`src/pebs_pkg.sv`:
```
// ----------------------------------------------------------------------------
// pebs_pkg
// Shared constants, command, status and state types for the peak search block.
// ----------------------------------------------------------------------------
`default_nettype none

package pebs_pkg;

    localparam int DEPTH       = 1024;
    localparam int ADDR_W      = $clog2(DEPTH);
    localparam int CNT_W       = $clog2(DEPTH + 1);
    localparam int SAMPLE_W    = 32;
    localparam int QUEUE_DEPTH = 4;
    localparam int QPTR_W      = $clog2(QUEUE_DEPTH);
    localparam int QCNT_W      = $clog2(QUEUE_DEPTH + 1);

    // One request from the front end to the search engine
    typedef struct packed {
        logic                       do_write;
        logic                       do_search;
        logic [ADDR_W-1:0]          addr;
        logic signed [SAMPLE_W-1:0] data;
        logic [ADDR_W-1:0]          upper;
        logic                       ovf;
    } pebs_cmd_t;

    typedef struct packed {
        logic              busy;
        logic [ADDR_W-1:0] lo;
        logic [ADDR_W-1:0] hi;
    } pebs_stat_t;

    typedef enum logic [1:0] {
        ST_IDLE,
        ST_READ,
        ST_CMP,
        ST_DONE
    } pebs_state_t;

endpackage

`default_nettype wire

```
`src/pebs_queue.sv`:
```
// ----------------------------------------------------------------------------
// pebs_queue
// Short request queue between the front end and the search engine.
// ----------------------------------------------------------------------------
`default_nettype none

module pebs_queue (
    input  wire logic                clk,
    input  wire logic                rst_n,
    input  wire logic                wr_en,
    input  wire pebs_pkg::pebs_cmd_t wr_cmd,
    output logic                     full,
    input  wire logic                rd_en,
    output pebs_pkg::pebs_cmd_t      rd_cmd,
    output logic                     empty
);

    pebs_pkg::pebs_cmd_t          entries_reg [pebs_pkg::QUEUE_DEPTH];
    logic [pebs_pkg::QPTR_W-1:0]  wr_ptr_reg;
    logic [pebs_pkg::QPTR_W-1:0]  wr_ptr_next;
    logic [pebs_pkg::QPTR_W-1:0]  rd_ptr_reg;
    logic [pebs_pkg::QPTR_W-1:0]  rd_ptr_next;
    logic [pebs_pkg::QCNT_W-1:0]  cnt_reg;
    logic [pebs_pkg::QCNT_W-1:0]  cnt_next;
    logic                         do_wr;
    logic                         do_rd;

    always_comb
    begin
        full  = (cnt_reg == pebs_pkg::QCNT_W'(pebs_pkg::QUEUE_DEPTH));
        empty = (cnt_reg == '0);
        do_wr = wr_en && !full;
        do_rd = rd_en && !empty;

        wr_ptr_next = wr_ptr_reg;
        if (do_wr)
        begin
            wr_ptr_next = (wr_ptr_reg == pebs_pkg::QPTR_W'(pebs_pkg::QUEUE_DEPTH - 1))
                          ? '0 : wr_ptr_reg + pebs_pkg::QPTR_W'(1);
        end

        rd_ptr_next = rd_ptr_reg;
        if (do_rd)
        begin
            rd_ptr_next = (rd_ptr_reg == pebs_pkg::QPTR_W'(pebs_pkg::QUEUE_DEPTH - 1))
                          ? '0 : rd_ptr_reg + pebs_pkg::QPTR_W'(1);
        end

        cnt_next = cnt_reg;
        if (do_wr && !do_rd)
        begin
            cnt_next = cnt_reg + pebs_pkg::QCNT_W'(1);
        end
        else if (do_rd && !do_wr)
        begin
            cnt_next = cnt_reg - pebs_pkg::QCNT_W'(1);
        end

        rd_cmd = entries_reg[rd_ptr_reg];
    end

    always_ff @(posedge clk or negedge rst_n)
    begin
        if (!rst_n)
        begin
            wr_ptr_reg <= '0;
            rd_ptr_reg <= '0;
            cnt_reg    <= '0;
        end
        else
        begin
            wr_ptr_reg <= wr_ptr_next;
            rd_ptr_reg <= rd_ptr_next;
            cnt_reg    <= cnt_next;
        end
    end

    always_ff @(posedge clk)
    begin
        if (do_wr)
        begin
            entries_reg[wr_ptr_reg] <= wr_cmd;
        end
    end

endmodule

`default_nettype wire

```
`config.mk`:
```
export PLATFORM = sky130hd
export DESIGN_NAME = pebs_queue
export DESIGN_NICKNAME = d
export VERILOG_FILES = /design/src/pebs_pkg.sv /design/src/pebs_queue.sv
export SDC_FILE = /design/constraint.sdc
export NUM_CORES = 1
export LEC_CHECK = 0
export BUFFER_PORTS_ARGS = -buffer_cell sky130_fd_sc_hd__buf_2
export CAP_MARGIN = 15
export CORE_MARGIN = 8
export CORE_UTILIZATION = 51
export DETAILED_ROUTE_END_ITERATION = 12
export PLACE_DENSITY = 0.75
export SYNTH_ARGS = -nofsm -noshare
export SYNTH_HDL_FRONTEND = slang
export SYNTH_SLANG_ARGS = --single-unit
```
`constraint.sdc`:
```
create_clock -name clk -period 3.3 [get_ports clk]
set_clock_uncertainty 0.2 [all_clocks]
set_input_delay 0.66 -clock clk [delete_from_list [all_inputs] [get_ports clk]]
set_output_delay 0.66 -clock clk [all_outputs]
set_load 0.005 [all_outputs]
```
# == After elaboration in Yosys (flattened, before gate mapping) ==
# Memories as Yosys holds them, arrays and structs flattened.
# Cells that the tools add are included.
# word_totals
latchBits,0
ramBits,220
elab_cells,27
out_inout_bits,57
mem_bits_ro,0
memories,1
reg_bits,7
# classes
multipliers,0
muxes,6
reduce_logical,10
bitwise,0
n_div,0
magnitude_cmp,0
n_eq_ne,3
addsub,4
shift,0
# memory_table
memory,depth,word_bits,read_ports,rd_clocked_by_memory_dff,write_ports,line,rtl
entries_reg,4,55,1,0,1,pebs_queue.sv:18,pebs_pkg::pebs_cmd_t entries_reg [pebs_pkg::QUEUE_DEPTH];
# op_table
cell,n
$mux W3,2
$add A2 B1 Y2 const B,2
$eq A2 B2 Y1 const B,2
$logic_and A1 B1 Y1,4
$logic_not A1 Y1,4
$mux W2,2
$add A3 B1 Y3 const B,1
$eq A3 B3 Y1 const B,1
$logic_not A3 Y1,1
$sub A3 B1 Y3 const B,1
$mux W1,2
$reduce_bool A2 Y1,1

# == Logic depth before layout (Yosys ltp) ==
# depth
word_depth,7
depth_mapped,8
ltp_nobuf,8

# == Least setup slack after synthesis ==
# No wires, ideal clock.
# synth_timing
kind,input to register
startpoint,in wr_en
endpoint,mem entries_reg[3][0] (netlist bit) (enable)
stages,2
arrival_time_ps,3028
slack_ps,-397
cell_sequence,nand2_1 -> nor2_1
# synth_between
elab_chain_cells,3
# synth_lines
element,line,rtl
"start, declared",pebs_queue.sv:10,"input wire logic wr_en,"
$logic_and A1 B1 Y1,pebs_queue.sv:32,do_wr = wr_en && !full;
$mux W1,pebs_queue.sv:80,if (do_wr)
$mux W1 (implied by the code),pebs_queue.sv:82,entries_reg[wr_ptr_reg] <= wr_cmd;
"end, declared",pebs_queue.sv:18,
# No other way between the ends.

==> flow_metrics.py <==
metrics = {
    "outcome": {
        "status": "completed",
    },
    "pwr": {
        "peakVddDrop_mv": 0.580,
        "p_leak_nw": 3.44,
        "p_per_area_nw_per_um2": 880,
    },
    "synth": {
        "synthMuxAreaShare": 0.154,
        "synthSimpleGateAreaFrac": 0.00909,
        "synth_xor_area_frac": 0.00313,
        "synth-compound-area-share": 0.00343,
        "synth-async-reset-ratio": 0.0308,
        "synth_seq_cells": 227,
        "yosys-top-cells-area": "edfxtp_1 79%, mux4_2 15%, dfrtp_1 2.1%",
        "synth_fp_nets": 390,
        "yosys_warnings": 0,
        "synthTopCellsByCount": "220 x edfxtp_1, 55 x mux4_2, 7 x dfrtp_1, 6 x ha_1, 5 x buf_2",
        "synth_top_cell_area_share": 0.787,
        "netlist_area_um2": 8400,
        "yosysMostFrequentCell": "edfxtp_1",
        "synth-edff-count": 220,
        "syn_area_per_cell_um2": 25.9,
        "post-synth-top-area-cell": "edfxtp_1",
        "syn_inst": 324,
        "synth-seq-area-share": 0.807,
        "synthAdderAreaFrac": 0.0113,
        "synth_top_family_by_area": "multiplexers",
        "synth_flop_cell": "edfxtp_1",
        "post_synth_num_cell_types": 22,
    },
    "sta": {
        "hold_slack_ns": 0.179,
        "maxSlewViolCount": 0,
        "setup_tns_ns": 0,
        "fin_crit_ns": 3.04,
        "fmax_mhz": 329,
        "tightestPinTransition_ns": 0.634,
        "rsz0062_at_grt": "false",
        "hold_violations": 0,
        "setup_viol": 0,
        "post-route-period-util": 0.922,
        "slew_headroom": 0.577,
    },
    "clock_tree": {
        "clk_path_buf_depth": 3,
        "clockRootBuffer": "clkbuf_16",
        "cts_setup_buffers": 0,
        "cts_tree": "yes",
        "path_clk_slew_ns": 0.06,
        "clock_sinks": 227,
        "ctsHtreeMaxLevel": 1,
        "numCtsBuffers": 23,
        "clk_latency_ns": 0.49,
    },
    "cells_and_area": {
        "drive_above_1_share": 0.467,
        "syn2layout_area_growth_pct": 18.8,
        "insertedDiodeCount": 0,
        "fill_cells": 1194,
        "final_nets": 530,
        "largest_reg_flops": 220,
    },
    "worst_setup_path": {
        "cp.arrival_ns": 2.18,
        "cp_max_fo": 22,
        "critPathMaxStageDelay_ns": 0.73,
        "path_cells": "buf_12 -> mux4_2 -> buf_2",
        "cp_num_buf_inv": 2,
        "end_kind": "primary output",
        "critPathKind": "reg2out",
        "start_kind": "register",
        "crit_family": "flip-flops",
        "slowest_stage": "dfrtp_4",
        "crit_required_ns": 2.44,
    },
    "placement": {
        "port_buffers": 115,
        "hpwlAfterDp_mm": 9.54,
        "gp_congestion": 0.655,
    },
    "drt": {
        "drtPass1Iterations": 4,
        "drt_iter0_drc": 178,
        "vias": 3805,
        "drc": 0,
        "avgRoutedWirePerCell_um": 22.3,
        "vias_per_cell": 5.45,
        "routed_wl_mm": 15.6,
        "antenna_left": 0,
    },
    "grt": {
        "top_usage_layer": "met2",
        "globalRouteOverflowTotal": 0,
        "use_met2": 0.270,
        "grt_max_degree": 38,
        "grt.total_usage": 0.153,
        "grt_pass1_wl_mm": 23.7,
        "antenna_found_initial": 3,
        "grt_util_met1": 0.182,
        "grt_pass1_vias": 4282,
        "met3_usage": 0.0373,
    },
    "floorplan": {
        "die_h_um": 144,
        "dieArea_um2": 20800,
        "start_util": 0.514,
        "core_um2": 16300,
        "num_io_pins": 116,
        "fp-row-count": 47,
        "chipWidth_um": 144,
    },
    "flow_run": {
        "max-cap-violations": 0,
    },
    "min_path": {
        "min_path_type": "in2reg",
    },
}
[layer usage]
metal,vias to the layer above,wire length (um)
met2,105,8120
met1,1996,6170
met3,35,872
met4,6,362
li1,1663,-
met5,-,42
[per-stage QoR]
stage,setup slack [ns],instances,cell area (um2),util,total power (W)
2_1_floorplan,0.492,324,8400,-,0.00558
3_3_place_gp,0.732,658,9300,0.569,0.00651
3_5_place_dp,0.720,658,9300,0.569,0.00660
4_1_cts,0.179,698,9980,0.610,0.00894
5_1_grt,0.122,698,9980,0.610,0.00922
6_report,0.257,698,9980,0.610,0.00878
[cell usage in the layout (no fill, tap or decap), drive strengths merged]
master,instances
edfxtp,220
buf,126
mux4,55
clkbuf,29
clkinv,9
dfrtp,7
ha,6
mux2,4
inv,3
and2,3
nor2,3
nor3,2
xor2,2
nor3b,1
nor2b,1
nand2,1
o31ai,1
xnor2,1
a21o,1
fa,1
bufinv,1
dlygate4sd3,1
[final timing paths]
| kind | from | endpoint | slack [ns] | depth (start not counted) |
|---|---|---|---|---|
| worst max-delay path | rd_ptr_reg[0] | rd_cmd[26] | 0.26 | 3 |
| worst min-delay path | wr_cmd[34] | entries_reg[2][34] | 0.18 | 1 |
| worst max register to register | cnt_reg[0] | cnt_reg[1] | 0.99 | 6 |
| worst min register to register | wr_ptr_reg[1] | wr_ptr_reg[1] | 0.38 | 1 |
| max in group asynchronous | rst_n | rd_ptr_reg[0] | 2.38 | 2 |
| min in group asynchronous | rst_n | rd_ptr_reg[0] | 0.34 | 2 |
[kinds of logic (layout without fill, tap and decap cells)]
group / Yosys count / after routing
AO/OA/AOI/OAI: 2 / 2
XOR/XNOR: 3 / 3
adder cells (fa/ha/maj): 7 / 7
buffers and inverters: 15 / 169
flip-flops: 227 / 227
multiplexers: 59 / 59
AND/OR/NAND/NOR: 11 / 11
[repair_timing]
action	4_1_cts	5_1_grt
gates resized for setup	0	0
hold buffers	1	0
endpoints found under the hold margin	7	0
[final cells by class]
type / instances / area (um2) / share of cell area
repair buffers: 127 / 706 / 0.0707
clock buffers: 29 / 598 / 0.0600
multi-input cells: 82 / 1530 / 0.153
well taps: 220 / 275 / 0.0276
inverters: 3 / 11.3 / 0.00113
clock inverters: 10 / 70.1 / 0.00702
flip-flops and latches: 227 / 6790 / 0.680
[report_power, final]
part	total, W	internal [W]	switching [W]
registers	0.00412	0.00381	0.000309
clock network	0.00233	0.00135	0.000981
logic	0.00233	0.00123	0.00110
total	0.00878	0.00639	0.00239
Power figures use the tool's default switching activity.
