`src/pebs_pkg.sv`:
```
// ----------------------------------------------------------------------------
// pebs_pkg
// Shared constants, command, status and state types for the peak search block.
// ----------------------------------------------------------------------------
`default_nettype none

package pebs_pkg;

    localparam int DEPTH       = 1024;
    localparam int ADDR_W      = $clog2(DEPTH);
    localparam int CNT_W       = $clog2(DEPTH + 1);
    localparam int SAMPLE_W    = 32;
    localparam int QUEUE_DEPTH = 4;
    localparam int QPTR_W      = $clog2(QUEUE_DEPTH);
    localparam int QCNT_W      = $clog2(QUEUE_DEPTH + 1);

    // One request from the front end to the search engine
    typedef struct packed {
        logic                       do_write;
        logic                       do_search;
        logic [ADDR_W-1:0]          addr;
        logic signed [SAMPLE_W-1:0] data;
        logic [ADDR_W-1:0]          upper;
        logic                       ovf;
    } pebs_cmd_t;

    typedef struct packed {
        logic              busy;
        logic [ADDR_W-1:0] lo;
        logic [ADDR_W-1:0] hi;
    } pebs_stat_t;

    typedef enum logic [1:0] {
        ST_IDLE,
        ST_READ,
        ST_CMP,
        ST_DONE
    } pebs_state_t;

endpackage

`default_nettype wire

```
`src/pebs_front.sv`:
```
// ----------------------------------------------------------------------------
// pebs_front
// Accepts samples, tracks fill count and overflow, and issues write and
// search requests to the request queue.
// ----------------------------------------------------------------------------
`default_nettype none

module pebs_front (
    input  wire logic                                clk,
    input  wire logic                                rst_n,
    input  wire logic                                push,
    output logic                                     full,
    input  wire logic signed [pebs_pkg::SAMPLE_W-1:0] sample_value,
    input  wire logic                                last_sample,
    input  wire logic                                q_full,
    output logic                                     q_wr,
    output pebs_pkg::pebs_cmd_t                      q_cmd
);

    logic [pebs_pkg::CNT_W-1:0] count_reg;
    logic [pebs_pkg::CNT_W-1:0] count_next;
    logic                       ovf_reg;
    logic                       ovf_next;
    logic                       accept;
    logic                       stored;

    always_comb
    begin
        accept = push && !q_full;
        stored = (count_reg < pebs_pkg::CNT_W'(pebs_pkg::DEPTH));

        q_cmd.do_write  = stored;
        q_cmd.do_search = last_sample;
        q_cmd.addr      = count_reg[pebs_pkg::ADDR_W-1:0];
        q_cmd.data      = sample_value;
        // last stored index: this sample if kept, else the final entry
        q_cmd.upper     = stored ? count_reg[pebs_pkg::ADDR_W-1:0]
                                 : pebs_pkg::ADDR_W'(pebs_pkg::DEPTH - 1);
        q_cmd.ovf       = ovf_reg || !stored;

        q_wr = accept && (stored || last_sample);

        count_next = count_reg;
        ovf_next   = ovf_reg;
        if (accept)
        begin
            if (last_sample)
            begin
                count_next = '0;
                ovf_next   = 1'b0;
            end
            else if (stored)
            begin
                count_next = count_reg + pebs_pkg::CNT_W'(1);
            end
            else
            begin
                ovf_next = 1'b1;
            end
        end
    end

    assign full = q_full;

    always_ff @(posedge clk or negedge rst_n)
    begin
        if (!rst_n)
        begin
            count_reg <= '0;
            ovf_reg   <= 1'b0;
        end
        else
        begin
            count_reg <= count_next;
            ovf_reg   <= ovf_next;
        end
    end

endmodule

`default_nettype wire

```
`config.mk`:
```
export PLATFORM = sky130hd
export DESIGN_NAME = pebs_front
export DESIGN_NICKNAME = d
export VERILOG_FILES = /design/src/pebs_pkg.sv /design/src/pebs_front.sv
export SDC_FILE = /design/constraint.sdc
export NUM_CORES = 1
export LEC_CHECK = 0
export ABC_AREA = 1
export ABC_CLOCK_PERIOD_IN_PS = 1850
export BUFFER_PORTS_ARGS = -buffer_cell sky130_fd_sc_hd__buf_4
export CELL_PAD_IN_SITES_DETAIL_PLACEMENT = 1
export CELL_PAD_IN_SITES_GLOBAL_PLACEMENT = 1
export CORE_AREA = 2 2 68 70
export DETAILED_ROUTE_END_ITERATION = 6
export DIE_AREA = 0 0 70 72
export PLACE_DENSITY = 0.9
export RECOVER_POWER = 25
export SYNTH_ARGS = -nofsm -noshare
export SYNTH_HDL_FRONTEND = slang
export SYNTH_SLANG_ARGS = --single-unit
```
`constraint.sdc`:
```
create_clock -name clk -period 1.85 [get_ports clk]
set_input_delay 0.0925 -clock clk [delete_from_list [all_inputs] [get_ports clk]]
set_output_delay 0.0925 -clock clk [all_outputs]
set_load 0.05 [all_outputs]
```
# Word-level counts from Yosys, hierarchy flattened
# Cells that the tools add are included.
[op_classes] addsub=1 magnitude_cmp=1 n_eq_ne=1 muxes=5 reduce_logical=9
[op_table] operator="11-bit two-way mux" count=2
[op_table] operator="11-bit by 1-bit adder with 11-bit output, second input constant" count=1
[op_table] operator="11-bit < comparator, second input constant" count=1
[op_table] operator="10-bit two-way mux" count=1
[op_table] operator="2-bit AND reduction" count=2
[op_table] operator="1-bit logical AND" count=2
[op_table] operator="1-bit zero test" count=2
[op_table] operator="1-bit logical OR" count=2
[op_table] operator="1-bit two-way mux" count=2
[op_table] operator="2-bit inequality test, second input constant" count=1
[op_table] operator="2-bit nonzero test" count=1
[word_totals] regBits=12 input_bits=37 out_inout_bits=57 elab_cells=19

# Logic depth before layout (Yosys ltp)
# Gate-level depths: netlist of run 1.
[depth] ltp_word=3 ltp_mapped=9 ltp_nobuf=8

# Worst setup path before layout of run 1
# No wires, ideal clock.
[synth_path] path_type="register to register" from="register count_reg[10] (netlist name)" to="register count_reg[1] (netlist name)" setup_time_ns=0.145 arrival_time_ns=1.053 required_ns=1.705 setup_slack_ns=0.652 path_stages_with_launch=5 path_buffers=0 cell_sequence="dfrtp_1 -> nand2_1 -> nand2_2 -> inv_1 -> o21ai_0"
[synth_between] elab_chain_cells=3
[synth_lines] item="start, declared" line_no="pebs_front.sv:20" source="logic [pebs_pkg::CNT_W-1:0] count_reg;"
[synth_lines] item="start signal, assigned" line_no="pebs_front.sv:74" source="count_reg <= count_next;"
[synth_lines] item="11-bit < comparator" line_no="pebs_front.sv:30" source="stored = (count_reg < pebs_pkg::CNT_W'(pebs_pkg::DEPTH));"
[synth_lines] item="2-bit nonzero test (no source line)"
[synth_lines] item="2-bit AND reduction (no source line)"
# No other way between the ends.
# A chain may end at the register's enable or synchronous reset.

==> results by group, run 1 <==
Logic synthesis
  • Syn_area_per_cell: 7.225 um^2
  • Post-Synth Adder-Cell Area: 0.01147
  • Post-Synthesis Cell Area: 0.001091 mm^2
  • Seq cells post-synth: 12
  • Top-count cell post-synth: buf_4
  • Main area contributors after synthesis: buf_4, dfrtp_1, nand2_1
  • Synth cell count leaders: buf_4, nand2_1, inv_1
  • Post-synth net total: 189
  • Area share of the largest cell type after synthesis: 0.3165
  • EDFF count, synth: 0
  • Seq/Total Area, Yosys: 0.2752
  • Synth Area in XOR/XNOR: 0.008028
  • Distinct cells, synth: 23
  • Mux cell area share after synthesis: 0
  • Main synth FF type: dfrtp_1
  • Async S/R FF share, synth: 1.000
  • Simple-Gate Fraction of Synth Area: 0.2523
  • Synth area leader: buf_4
  • Post-Synthesis Cells: 151
  • Largest family of logic cells by synthesized area: buffers and inverters
  • Post-synthesis compound-gate area fraction: 0.06651
  • Syn. warnings: 0

Setup path
  • Crit-path max cell delay: 0.41 ns
  • Arr. time, crit path: 1.36 ns
  • Worst-path maximum fanout: 14
  • Crit-path cells: inv_1 > nand2_1 > buf_4
  • Crit path max-delay cell type: dfrtp_1
  • Worst path bufs/invs: 2
  • Kind of critical path: reg -> out
  • Crit-path leading delay family: buffers and inverters
  • CP Capture Type: output pin
  • Data required time at the worst endpoint: 1.76 ns
  • Worst setup SP type: flop

Timing
  • Fin Clk Skew: 0.003342 ns
  • Count of pins over their slew limit: 0
  • Fin. Hold Viols: 0
  • Final Critical Period: 1.451 ns
  • RSZ-0062 raised after global routing: no
  • Setup Viol. Count Final: 0
  • Final period util: 0.7844
  • Fmax: 689.1 MHz
  • Slew at the pin closest to its max-slew limit: 0.4638 ns
  • Relative slew slack: 0.6905
  • Sum of negative setup slack: 0 ns

Clock tree
  • CTS tree: built
  • Clock Latency Late Sink: 0.24 ns
  • Cts repair resizes: 0
  • Total clock sinks: 12
  • Postcts setup bufs: 0
  • Root Driver: clkbuf_8
  • CTS Buffer Depth: 2
  • CTS clk-pin slew, worst paths: 0.05 ns
  • CTS H-tree depth: 1
  • CTS Buf Count: 3

Layout
  • Final core occ: 0.2521
  • Fraction of layout cells with a size suffix above 1: 0.3139
  • Final #Nets: 177
  • P&R area growth vs syn: -1.491%
  • Fillers: 534
  • Diode count: 0
  • Largest register FFs: 11

Drt
  • Routed Antenna Nets: 0
  • Detailed Route WL: 2483 um
  • TritonRoute pass-1 iters: 4
  • Iter 0 DRT Violations: 57
  • Via Count: 827
  • Routed wire per std cell: 13.14 um
  • Vias/cell: 4.376
  • Drt drc: 0

Floorplanning
  • Starting density of the core: 0.2559
  • Placeable core area: 0.004264 mm^2
  • I/O pins: 94
  • Die Y-Extent: 72 um
  • Die area: 0.005040 mm^2
  • Die X: 70 um
  • Row cnt: 24

Run
  • Max_cap viols: 0

Global routing
  • Largest net degree at the start of global routing: 15
  • Initial antenna violation count: 0
  • Vias in the first global route: 829
  • All-Layer GR Usage: 0.1012
  • Congestion Overflow GR: 0
  • First-pass GRT wire length: 4022 um

Status
  • Status: finished clean

Place
  • GP Congestion: 0.8035
  • Post-DP HPWL: 1967 um
  • I/O Buffers: 29

Hold path
  • Hold Crit Class: in -> reg

Power
  • Worst vdd ir: 0.2461 mV
  • PD cells: 697.1 mW/mm^2
  • Leak: 0.5817 nW
[final cells by class]
| type | instances | area, um^2 | share of cell area |
|---|---|---|---|
| Multi-Input combinational cell | 73 | 369.1 | 0.3434 |
| Sequential cell | 12 | 300.3 | 0.2794 |
| Timing Repair Buffer | 30 | 227.7 | 0.2119 |
| Tap cell | 52 | 65.06 | 0.06054 |
| Clock buffer | 3 | 41.29 | 0.03842 |
| Inverter | 19 | 71.32 | 0.06636 |
[repair_timing]
item,4_1_cts,5_1_grt
hold buffers,1,0
endpoints found under the setup margin,0,0
endpoints found under the hold margin,12,0
[worst paths after layout]
kind	depth (start not counted)	start	end	slack, ns
worst max register to register	5	count_reg[10]	count_reg[7]	0.45
max in group asynchronous	2	rst_n	count_reg[3]	1.45
worst min register to register	2	ovf_reg	ovf_reg	0.52
worst min-delay path	4	q_full	ovf_reg	0.16
worst max-delay path	3	count_reg[10]	q_cmd[9]	0.40
min in group asynchronous	2	rst_n	count_reg[7]	0.23
[where the power goes]
| group | switching (mW) | internal, mW | total, mW |
|---|---|---|---|
| sequential | 0.0182 | 0.275 | 0.293 |
| clock | 0.0948 | 0.143 | 0.238 |
| combinational | 0.157 | 0.0605 | 0.218 |
| total | 0.270 | 0.479 | 0.749 |
[cells in the final DEF, fill, tap and decap left out, types with 2 or more instances in the layout]
| master | count |
|---|---|
| buf_4 | 29 |
| nand2_2 | 2 |
| o21ai_0 | 6 |
| nand4_1 | 2 |
| a21oi_1 | 5 |
| clkbuf_8 | 3 |
| o22ai_1 | 2 |
| nand3_1 | 6 |
| nor2_1 | 4 |
| dfrtp_1 | 12 |
| nand3_2 | 2 |
| nand2_1 | 34 |
| nor2_2 | 3 |
| inv_1 | 17 |
[worst register-to-register path: stages (launching register included)]
cell and delay, ns:
dfrtp_1 0.41, inv_1 0.37, nand3_2 0.18, inv_2 0.15, nand2_1 0.09, a21oi_1 0.14
[routing by layer]
layer,GRT usage,part of all wire
met4,0.06410,0.019
met3,0.01944,0.077
met2,0.1566,0.45
met5,0,0
met1,0.1304,0.45
[per-stage QoR]
stage	setup slack [ns]	hold WS (ns)	power (mW)	cells	instance area, um^2
finish	0.3988	0.1590	0.7492	189	1075
global route	0.3290	0.1833	0.7857	189	1075
CTS	0.3964	0.1662	0.7597	189	1075
detailed placement	0.4778	-0.05139	0.5176	185	1023
global placement	0.5672	-0.05623	0.5162	185	1023
floorplan	0.6521	-0.2031	0.6466	151	1091
[cells by family (layout without fill, tap and decap cells)]
kind of cell    count (synthesis)  after routing
flops                          12             12
xor+xnor                        1              1
buf+inv                        66             52
simple gates                   57             57
fa+ha+maj                       1              1
compound gates                 14             14
(Power assumes the default switching activity.)
==> run 2, diff against run 1 <==
--- a/config.mk
+++ b/config.mk
@@ -6,14 +6,14 @@
 export NUM_CORES = 1
 export LEC_CHECK = 0
 export ABC_AREA = 1
-export ABC_CLOCK_PERIOD_IN_PS = 1850
+export ABC_CLOCK_PERIOD_IN_PS = 1210
 export BUFFER_PORTS_ARGS = -buffer_cell sky130_fd_sc_hd__buf_4
 export CELL_PAD_IN_SITES_DETAIL_PLACEMENT = 1
 export CELL_PAD_IN_SITES_GLOBAL_PLACEMENT = 1
-export CORE_AREA = 2 2 68 70
+export CORE_AREA = 2 2 74 76
 export DETAILED_ROUTE_END_ITERATION = 6
-export DIE_AREA = 0 0 70 72
-export PLACE_DENSITY = 0.9
+export DIE_AREA = 0 0 76 78
+export PLACE_DENSITY = 0.82
 export RECOVER_POWER = 25
 export SYNTH_ARGS = -nofsm -noshare
 export SYNTH_HDL_FRONTEND = slang
==> constraint.sdc (replaced) <==
create_clock -name clk -period 1.21 [get_ports clk]
set_input_delay 0.0605 -clock clk [delete_from_list [all_inputs] [get_ports clk]]
set_output_delay 0.0605 -clock clk [all_outputs]
set_load 0.05 [all_outputs]
==> run 2 against run 1 <==
The flow now finishes with violations (negative setup slack); worst hold slack got worse by 0.043 ns; register-to-register slack lost 0.43 ns; clock skew rose by 0.0015 ns; sequential share of layout area fell by 6.0 points; combinational power is 110% higher; global-route usage shrank 0.44 points; non-clock buffer count rose by 16; cell count increased by 19%; final area up 30%; largest cell class unchanged.
==> results by group, run 2 (same netlist as run 1, synthesis figures left out) <==
Timing
  • PnR worst setup slack: -0.01876 ns (was 0.3988 ns)
  • Fmax: 813.8 MHz
  • Fin. Hold Viols: 0 (unchanged)
  • Final period util: 1.016
  • RSZ-0062 raised after global routing: yes (was no)
  • WHS: 0.1161 ns (was 0.1590 ns)
  • Slew at the pin closest to its max-slew limit: 0.2116 ns (was 0.4638 ns)
  • Setup Viol. Count Final: 9 (was 0)
  • Relative slew slack: 0.8585 (was 0.6905)
  • Final Critical Period: 1.229 ns
  • Fin Clk Skew: 0.004839 ns (was 0.003342 ns)
  • Count of pins over their slew limit: 0 (unchanged)

Floorplanning
  • Die Y-Extent: 78 um (was 72 um)
  • Placeable core area: 0.005042 mm^2 (was 0.004264 mm^2)
  • I/O pins: 94 (unchanged)
  • Die X: 76 um (was 70 um)
  • Starting density of the core: 0.2164 (was 0.2559)
  • Die area: 0.005928 mm^2 (was 0.005040 mm^2)
  • Row cnt: 26 (was 24)

Place
  • DP Worst Slack: -0.03980 ns (was 0.4778 ns)
  • GP Congestion: 0.8347 (was 0.8035)
  • Post-DP HPWL: 1977 um (was 1967 um)
  • I/O Buffers: 29 (unchanged)
  • Placed Instances: 210 (was 185)

Setup path
  • Kind of critical path: reg -> out (unchanged)
  • Arr. time, crit path: 1.17 ns (was 1.36 ns)
  • Worst path bufs/invs: 3 (was 2)
  • Worst setup startpoint: count_reg[10] (unchanged)
  • Reg2Reg Launch Point: count_reg[1] (was count_reg[10])
  • Data required time at the worst endpoint: 1.15 ns (was 1.76 ns)
  • CP Capture Type: output pin (unchanged)
  • Crit path max-delay cell type: dfrtp_1 (unchanged)
  • Crit-path max cell delay: 0.41 ns (about the same)
  • Crit path top cell by count: buf_6
  • Worst-path maximum fanout: 5 (was 14)
  • Crit-path cells: inv_2 > buf_6 > nand2_2 > buf_6 (was inv_1 > nand2_1 > buf_4)
  • Crit-path leading delay family: buffers and inverters (unchanged)
  • Worst setup SP type: flop (unchanged)

Drt
  • Drt drc: 0 (unchanged)
  • Vias/cell: 3.879 (was 4.376)
  • TritonRoute pass-1 iters: 4 (unchanged)
  • Routed Antenna Nets: 0 (unchanged)
  • Detailed Route WL: 2770 um (was 2483 um)
  • Routed wire per std cell: 12.37 um (was 13.14 um)
  • Via Count: 869 (was 827)
  • Iter 0 DRT Violations: 35 (was 57)

Global routing
  • Vias in the first global route: 901 (was 829)
  • Largest net degree at the start of global routing: 13 (was 15)
  • Congestion Overflow GR: 0 (unchanged)
  • First-pass GRT wire length: 4609 um (was 4022 um)
  • Initial antenna violation count: 0 (unchanged)
  • All-Layer GR Usage: 0.09679 (was 0.1012)

Clock tree
  • Clock Latency Late Sink: 0.25 ns (was 0.24 ns)
  • CTS Buf Count: 3 (unchanged)
  • CTS clk-pin slew, worst paths: 0.05 ns (about the same)
  • CTS tree: built (unchanged)
  • CTS H-tree depth: 1 (unchanged)
  • Root Driver: clkbuf_8 (unchanged)
  • CTS Buffer Depth: 2 (unchanged)
  • Total clock sinks: 12 (unchanged)

Layout
  • Final Non-Filler Cells: 224 (was 189)
  • Fraction of layout cells with a size suffix above 1: 0.5065 (was 0.3139)
  • Final #Nets: 193 (was 177)
  • Commonest non-fill, non-tap cell in the layout: buf_4 (was nand2_1)
  • Diode count: 0 (unchanged)
  • Most frequent cells in the layout: buf_4, nand2_1, inv_1 (was nand2_1, buf_4, inv_1)
  • P&R area growth vs syn: 27.64% (was -1.491%)
  • Largest register FFs: 11 (unchanged)

Hold path
  • Hold Crit Class: in -> reg (unchanged)
  • Worst Min Path Start: q_full (unchanged)

Run
  • Max_cap viols: 0 (unchanged)

Status
  • Status: finished with violations (was finished clean)
  • Failing checks: negative setup slack

Power
  • Leak: 0.6792 nW (was 0.5817 nW)
  • PD cells: 971.3 mW/mm^2 (was 697.1 mW/mm^2)
  • Worst vdd ir: 0.2717 mV (was 0.2461 mV)
  • Total power: 1.353 mW (was 749.2 uW)
run 2: changes by cell type in the layout (fill, tap and decap cells not counted), sizes merged:
cell,before,now
buf,29,45
clkbuf,3,4
run 2: final timing paths:
check	cells after the start	slack, ns	endpoint
setup / recovery	4	-0.02	q_cmd[5]
hold / removal	4	0.12	ovf_reg
setup reg to reg	6	0.02	count_reg[5]
hold reg to reg	2	0.52	ovf_reg
max in group asynchronous	2	0.84	count_reg[5]
min in group asynchronous	2	0.20	count_reg[1]
run 2: worst register-to-register path, delay by kind of cell, from the launching register on:
| kind | cells | cell delay, ns |
|---|---|---|
| buffers and inverters | 2 | 0.27 |
| AO/OA/AOI/OAI | 1 | 0.12 |
| flip-flops | 1 | 0.41 |
| AND/OR/NAND/NOR | 3 | 0.29 |
run 2: cell type report:
class / instances / area, um^2
clock buffer: 4 / 55.05
multi-input combinational: 73 / 441.7
inverter: 19 / 76.32
sequential: 12 / 305.3
fill: 619 / 3650
timing repair buffer: 46 / 426.7
tap: 70 / 87.58
run 2: where the power goes:
part | internal [mW] | switching, mW
combinational | 0.170 | 0.277
sequential | 0.421 | 0.0268
clock | 0.288 | 0.169
run 2: stage by stage:
| stage | instance area, um^2 | TNS [ns] | util |
|---|---|---|---|
| detailed placement | 1099 | -0.03980 | 0.2179 |
| finish | 1393 | -0.1001 | 0.2762 |
| global route | 1393 | -1.015 | 0.2762 |
| CTS | 1272 | -0.08432 | 0.2524 |
| global placement | 1099 | 0 | 0.2179 |
| floorplan | 1091 | 0 | - |
run 2: what timing repair did:
item	in CTS	in global routing
cloned	1	0
hold endpoints to repair	12	0
resized for setup	23	25
endpoints found under the setup margin	17	21
pin swaps	0	7
hold buffers	1	0
buffers inserted	3	5
run 2: metal layers:
layer | share of wire | track usage | vias to the layer above | wire, um
met1 | 0.44 | 0.1234 | 415 | 1205
met2 | 0.48 | 0.1509 | 20 | 1320
li1 | - | - | 427 | -
met5 | 0 | 0 | - | 0
met4 | 0.011 | 0.02909 | 0 | 31
met3 | 0.077 | 0.03837 | 7 | 212
